--- config.mk ---
export PLATFORM = sky130hd
export DESIGN_NAME = q2e_conv
export DESIGN_NICKNAME = d
export VERILOG_FILES = /design/src/q2e_pkg.sv /design/src/q2e_conv.sv
export SDC_FILE = /design/constraint.sdc
export NUM_CORES = 2
export LEC_CHECK = 0
export ABC_AREA = 1
export BUFFER_PORTS_ARGS = -buffer_cell sky130_fd_sc_hd__buf_2
export CORE_UTILIZATION = 40
export DETAILED_ROUTE_END_ITERATION = 8
export GPL_TIMING_DRIVEN = 0
export HOLD_SLACK_MARGIN = 0.06
export MAX_ROUTING_LAYER = met4
export PLACE_DENSITY = 0.52
export SETUP_SLACK_MARGIN = 0.4
export SLEW_MARGIN = 20
export SYNTH_ARGS = -nofsm -noshare
export SYNTH_HDL_FRONTEND = slang
export SYNTH_SLANG_ARGS = --single-unit
export TNS_END_PERCENT = 50
--- constraint.sdc ---
create_clock -name clk -period 13.9 [get_ports clk]
set_input_delay 2.78 -clock clk [delete_from_list [all_inputs] [get_ports clk]]
set_output_delay 2.78 -clock clk [all_outputs]
set_load 0.01 [all_outputs]
--- src/q2e_pkg.sv ---
// Shared widths, constants and types for the quaternion to Euler angle unit.
package q2e_pkg;

  localparam int CORDIC_STAGES_DEF = 16;
  localparam int TAB_LEN = 24;
  localparam int XW = 40;   // CORDIC vector width
  localparam int AW = 36;   // angle width, units of 2^-30 rad
  localparam int SW = 32;   // asin argument width
  localparam int CW = 31;   // asin cosine width
  localparam int QW = 16;
  localparam int THR_W = 31;
  localparam int CFG_IDX_W = 2;

  localparam logic [CFG_IDX_W-1:0] REG_DEGREES_MODE = 2'd0;
  localparam logic [CFG_IDX_W-1:0] REG_PITCH_THR    = 2'd1;
  localparam logic [THR_W-1:0]     PITCH_THR_RESET  = 31'd536870375;

  localparam logic signed [XW-1:0] ONE_Q30     = 40'sd1073741824;
  localparam logic signed [AW-1:0] PI_Q30      = 36'sd3373259426;
  localparam logic signed [AW-1:0] HALF_PI_Q30 = 36'sd1686629713;
  localparam logic signed [22:0]   DEG_PER_RAD_Q16 = 23'sd3754936;

  typedef struct packed {
    logic signed [XW-1:0] y;
    logic signed [XW-1:0] x;
  } vec_t;

  typedef struct packed {
    logic clamped;
    logic neg;
  } pctl_t;

  typedef struct packed {
    vec_t                 roll;
    vec_t                 yaw;
    logic signed [SW-1:0] s;
    pctl_t                ctl;
  } side_t;

  // atan(2^-i) in Q30, truncated
  function automatic logic signed [AW-1:0] atan_entry(input int i);
    logic [31:0] v;
    case (i)
      0:  v = 32'h3243F6A8;
      1:  v = 32'h1DAC6705;
      2:  v = 32'h0FADBAFC;
      3:  v = 32'h07F56EA6;
      4:  v = 32'h03FEAB76;
      5:  v = 32'h01FFD55B;
      6:  v = 32'h00FFFAAA;
      7:  v = 32'h007FFF55;
      8:  v = 32'h003FFFEA;
      9:  v = 32'h001FFFFD;
      10: v = 32'h000FFFFF;
      11: v = 32'h0007FFFF;
      12: v = 32'h0003FFFF;
      13: v = 32'h0001FFFF;
      14: v = 32'h0000FFFF;
      15: v = 32'h00007FFF;
      16: v = 32'h00003FFF;
      17: v = 32'h00001FFF;
      18: v = 32'h00000FFF;
      19: v = 32'h000007FF;
      20: v = 32'h000003FF;
      21: v = 32'h000001FF;
      22: v = 32'h000000FF;
      23: v = 32'h0000007F;
      default: v = 32'h0;
    endcase
    return AW'($signed({1'b0, v}));
  endfunction

endpackage

--- src/q2e_conv.sv ---
// Output scaling: radians Q3.13 or degrees Q9.7 with rounding and saturation.
module q2e_conv (
  input  logic                          clk,
  input  logic                          rst_n,
  input  logic                          adv,
  input  logic                          vld_in,
  input  logic                          deg,
  input  logic signed [q2e_pkg::AW-1:0] pitch_in,
  input  logic signed [q2e_pkg::AW-1:0] yaw_in,
  input  logic signed [q2e_pkg::AW-1:0] roll_in,
  input  logic                          clamped_in,
  output logic                          vld,
  output logic signed [q2e_pkg::QW-1:0] pitch,
  output logic signed [q2e_pkg::QW-1:0] yaw,
  output logic signed [q2e_pkg::QW-1:0] roll,
  output logic                          clamped
);
  import q2e_pkg::*;

  localparam int PW = AW + 23;

  logic signed [AW-1:0] a_r [0:2];
  logic signed [PW-1:0] m_r [0:2];
  logic signed [QW-1:0] o_r [0:2];
  logic                 cl1_r, cl2_r, v1_r, v2_r;

  function automatic logic signed [QW-1:0] scale(input logic signed [AW-1:0] a,
                                                 input logic signed [PW-1:0] m,
                                                 input logic d);
    logic signed [PW-1:0] r;
    if (d) r = (m + (PW'(1) <<< 38)) >>> 39;
    else   r = PW'((a + (AW'(1) <<< 16)) >>> 17);
    priority if (r > PW'(32767)) return 16'sh7FFF;
    else if (r < -PW'(32768))    return 16'sh8000;
    else                         return r[QW-1:0];
  endfunction

  always_ff @(posedge clk) begin
    if (!rst_n) begin
      v1_r <= 1'b0;
      v2_r <= 1'b0;
    end else if (adv) begin
      v1_r <= vld_in;
      v2_r <= v1_r;
    end
  end

  always_ff @(posedge clk) begin
    if (adv) begin
      a_r[0] <= pitch_in;
      a_r[1] <= yaw_in;
      a_r[2] <= roll_in;
      m_r[0] <= pitch_in * DEG_PER_RAD_Q16;
      m_r[1] <= yaw_in * DEG_PER_RAD_Q16;
      m_r[2] <= roll_in * DEG_PER_RAD_Q16;
      cl1_r  <= clamped_in;
      for (int k = 0; k < 3; k++) o_r[k] <= scale(a_r[k], m_r[k], deg);
      cl2_r  <= cl1_r;
    end
  end

  assign vld     = v2_r;
  assign pitch   = o_r[0];
  assign yaw     = o_r[1];
  assign roll    = o_r[2];
  assign clamped = cl2_r;

endmodule

=== After elaboration in Yosys (flattened, before gate mapping) ===
Memory sizes are Yosys's and may differ from the RTL's.
Index checks and enable logic that the tools add are counted.

* Register bits: 4
* Bits in latches: 0
* Memory bits (writable): 324
* ROM bits: 0
* Input port bits: 114
* Memories kept: 3

* Add/sub/neg operators: 6
* Multiply operators: 3
* Div/mod/pow operators: 0
* Order comparisons: 6
* Equality and inequality tests: 0
* Shifts and indexed selects: 0
* Mux-type cells: 17
* Bitwise logic cells: 0
* Reductions and logical operators: 0

{| class="wikitable"
|+ Memories
! name !! depth !! width !! read ports !! clocked after memory_dff !! write ports !! line !! RTL
|-
| m_r || 3 || 56 || 3 || 0 || 3 || q2e_conv.sv:23 || <nowiki>logic signed [PW-1:0] m_r [0:2];</nowiki>
|-
| a_r || 3 || 36 || 3 || 0 || 3 || q2e_conv.sv:22 || <nowiki>logic signed [AW-1:0] a_r [0:2];</nowiki>
|-
| o_r || 3 || 16 || 3 || 0 || 3 || q2e_conv.sv:24 || <nowiki>logic signed [QW-1:0] o_r [0:2];</nowiki>
|}

{| class="wikitable"
|+ Operator list
! operator !! count
|-
| 2-to-1 mux 59 bit || 6
|-
| adder 59 x 40 -> 59 bit, second input constant || 3
|-
| > comparator 59 x 16 -> 1 bit, second input constant || 3
|-
| < comparator 59 x 16 -> 1 bit, second input constant || 3
|-
| multiplier 36 x 20 -> 56 bit, second input constant || 3
|-
| 2-to-1 mux 16 bit || 9
|-
| adder 36 x 18 -> 37 bit, second input constant || 3
|-
| 2-to-1 mux 1 bit || 2
|}

=== Depth between registers and ports, before layout ===
An unclocked memory read counts as a cell.

* Word-level depth: 8
* Gate-level depth with buffers: 27
* Depth with buffers taken out: 27

=== Worst setup path after synthesis ===
No wires, ideal clock.

* Path kind: input port to flip-flop
* Start point: in roll_in[35] (netlist name)
* End point: mem m_r[0][167] (netlist name) (data pin)
* Setup time: 252 ps
* Data arrival time: 8531 ps
* Slack: 5117 ps
* Stages on the path: 23
* Cell sequence: clkbuf_1 inv_1 clkbuf_1 fa_1 inv_1 fa_1 fa_1 fa_1 inv_1 fa_1 inv_1 ha_1 nand2_1 nor2_1 inv_1 nor3_1 inv_1 o21ai_0 nand2_1 nand2_1 nor2_1 nand2_1 nand2_1

{| class="wikitable"
|+ RTL lines
! element !! line !! RTL
|-
| from (decl) || q2e_conv.sv:10 || <nowiki>input logic signed [q2e_pkg::AW-1:0] roll_in,</nowiki>
|-
| to (decl) || q2e_conv.sv:23 ||
|}

==> results_dict.tcl <==
set metrics [dict create \
    required_ns 14.16 \
    slowest_delay_ns 0.67 \
    dp_cells 8394 \
    post-cts-setup-buffers 0 \
    synth_edf_count 173 \
    vias 41442 \
    synth_fp_nets 8397 \
    grt_pass1_vias 44015 \
    fillers 14038 \
    firstDrtPassIters 9 \
    cp.arrival_ns 9.20 \
    tightest_slew_ns 0.9517 \
    failed_checks "design-rule violations" \
    fin_worst_skew_ns 0.02271 \
    status "finished, violations left" \
    synthTopCellsByArea "fa_1, ha_1, inv_1" \
    gp_congestion 0.9878 \
    dr.first_iter.drc_count 2456 \
    wirelength_um 168200 \
    grt_setup_unrepaired "no" \
    hold_class "reg2reg" \
    final_util_pct 43.02 \
    cts_root_buf "clkbuf_16" \
    setup_viol 0 \
    stdcell_count 8425 \
    yosysUniqueCellTypes 43 \
    die_y_um 373.9 \
    drc 1 \
    numPortBuffers 162 \
    max_cap_violations 0 \
    hpwlAfterDp_um 151000 \
    slew_viol_final 0 \
    cts_tree "built" \
    cts.repair.resized 0 \
    hold_buffers 0 \
    clockBufferDepth 2 \
    ys.flop_type "edfxtp_1" \
    fin_setup_tns_ns 0 \
    hold_viol 0 \
    syn_area_um2 55330 \
    rows 136 \
    cts.clk_slew.worst_paths_ns 0.08 \
    reg2reg_depth 13 \
    overflow 0 \
    yosysTopAreaCell "fa_1" \
    ys_ff_latch 175 \
    synth.yosys.seq_area_share_pct 9.462 \
    synth_top_area_share_pct 35.17 \
    diodes 0 \
    worst_setup_path_start_kind "input pin" \
    critPathKind "in2reg" \
    fmax_mhz 111.8 \
    track_usage_pct 25.38 \
    drive_gt1_share_pct 4.358 \
    end_kind "flip-flop" \
    min_path_cells 0 \
    worstPathMaxFanout 32 \
    period_minus_slack_ns 8.944 \
    cp_slowest_cell "fa_1" \
    synthCells 6435 \
    grt_pass1_wl_um 260600 \
    antenna_found_initial 3 \
    coreArea_um2 137300 \
    numCtsBuffers 17 \
    via_per_inst 4.919 \
    syn_to_final_growth_pct 6.771 \
    initial_utilization_pct 40.29 \
    cpMostUsedCell "inv_1" \
    final_antenna_net_count 0 \
    syn_avg_cell_area_um2 8.598 \
    worstSkewPairLatency_ns 0.51 \
    relSlewSlack_pct 36.55 \
    cp_cell_sequence "buf_2 -> clkbuf_1 -> inv_1 -> clkbuf_4 -> fa_1 -> xnor2_1 -> xor2_1 -> inv_1 -> fa_1 -> inv_1 -> fa_1 -> inv_1 -> fa_1 -> inv_1 -> ha_1 -> a21oi_1 -> a21boi_0 -> a21boi_0 -> o21ai_0 -> a21oi_1 -> nand2_1 -> nand2_1 -> nand2_1" \
    period_share_pct 64.34 \
    die_area_um2 139800 \
    htreeDepth 4 \
    yosysWarnings 0 \
    synthArstFlopShare_pct 0 \
    io_pins 164 \
    wl_per_cell_um 19.96 \
    cts.sinks 175 \
    die_width_um 373.9 \
    grt_max_degree 83 \
    nets 8581 \
]
[cells in the final DEF (no fill, tap or decap), types with 12 or more instances in the layout]
cell / Yosys / routed
nand3_1: 146 / 146
o21ai_0: 225 / 225
a21oi_1: 294 / 294
nand2_1: 962 / 962
o21bai_1: 37 / 37
a31oi_1: 19 / 19
edfxtp_1: 173 / 173
inv_1: 1785 / 1785
or2_2: 17 / 17
xnor2_1: 34 / 34
nor3_1: 51 / 51
nand2_2: 22 / 22
buf_2: 9 / 171
a21o_1: 69 / 69
xor2_1: 202 / 202
nand4_1: 40 / 40
ha_1: 876 / 876
clkbuf_16: 0 / 17
fa_1: 972 / 972
buf_6: 12 / 12
nor2_1: 391 / 391
[kinds of logic (layout without fill, tap and decap cells)]
family / after synthesis / after routing / synth area share [%]
compound gates: 682 / 682 / 6.845
xor+xnor: 236 / 236 / 3.736
fa+ha+maj: 1849 / 1849 / 55.00
buf+inv: 1827 / 2023 / 12.60
flops: 175 / 175 / 9.462
mux: 3 / 3 / 0.06105
simple gates: 1663 / 1663 / 12.30
[cells in the mapped netlist, types with 2 or more instances]
cell	count
o21ai_0	225
a31oi_1	19
xor2_1	202
a21oi_1	294
nor3_2	2
nand3_1	146
buf_6	12
o21a_1	9
mux2_2	3
inv_1	1785
nand4_1	40
xnor2_1	34
nor4_1	5
nand2_1	962
and3_1	5
o21ai_2	2
a21boi_0	10
buf_2	9
clkbuf_1	12
fa_1	972
nor2_2	11
nor2_1	391
nor3b_2	2
dfxtp_1	2
nand2_2	22
ha_1	876
a21o_1	69
nor3_1	51
and2_1	2
inv_2	4
o21ai_1	8
or2_2	17
edfxtp_1	173
o211ai_1	7
o21bai_1	37
buf_4	3
nand3b_1	6
[cell type report]
cell class              instances  area, um2  share of cell area [%]
well taps                    1794       2245                   3.800
clock inverters                14      171.4                  0.2902
inverters                    1790       6721                   11.38
multi-input cells            4433      43120                   72.99
plain buffers                  37      260.3                  0.4405
repair buffers                165      895.9                   1.516
flip-flops and latches        175       5235                   8.862
clock buffers                  17      425.4                  0.7201
[routing by layer]
layer / up-vias / GRT usage, % / share of wire (%)
met3: 104 / 2.459 / 4.4
met4: 0 / 4.123 / 1.5
met1: 20476 / 35.62 / 48
met5: - / - / 0
met2: 858 / 40.31 / 46
li1: 20004 / - / -
[state kept, by name, indices dropped and copies added, names as in the netlist]
signal,flops
o_r,48
a_r,60
vld,1
cl1_r,1
m_r,63
v1_r,1
clamped,1
[worst paths after layout]
| check | from | endpoint | slack, ns |
|---|---|---|---|
| max | pitch_in[35] | m_r[0][50]$_DFFE_PP_ | 4.96 |
| min | cl1_r$_DFFE_PP_ | clamped$_DFFE_PP_ | 0.43 |
| max reg2reg | a_r[0][52]$_DFFE_PP_ | o_r[0][21]$_SDFFCE_PN1P_ | 10.55 |
| min reg2reg | cl1_r$_DFFE_PP_ | clamped$_DFFE_PP_ | 0.43 |
[critical path, delay by kind of cell]
| family | cells | cell delay [ns] |
|---|---|---|
| fa+ha+maj | 5 | 2.67 |
| buf+inv | 8 | 1.66 |
| compound gates | 5 | 1.59 |
| xor+xnor | 2 | 0.29 |
| simple gates | 3 | 0.18 |
[stage by stage]
| stage | worst slack, ns | area, um2 | hold slack (ns) |
|---|---|---|---|
| detailed placement | 4.422 | 58480 | 0.4061 |
| finish | 4.956 | 59080 | 0.4260 |
| global route | 4.369 | 59080 | 0.4411 |
| floorplan | 5.117 | 55330 | 0.4003 |
| global placement | 3.092 | 58380 | 0.4005 |
| CTS | 4.955 | 59080 | 0.4265 |
Power is not shown: default switching activity piles up to over one toggle a cycle in this logic, so the estimate is an artifact.
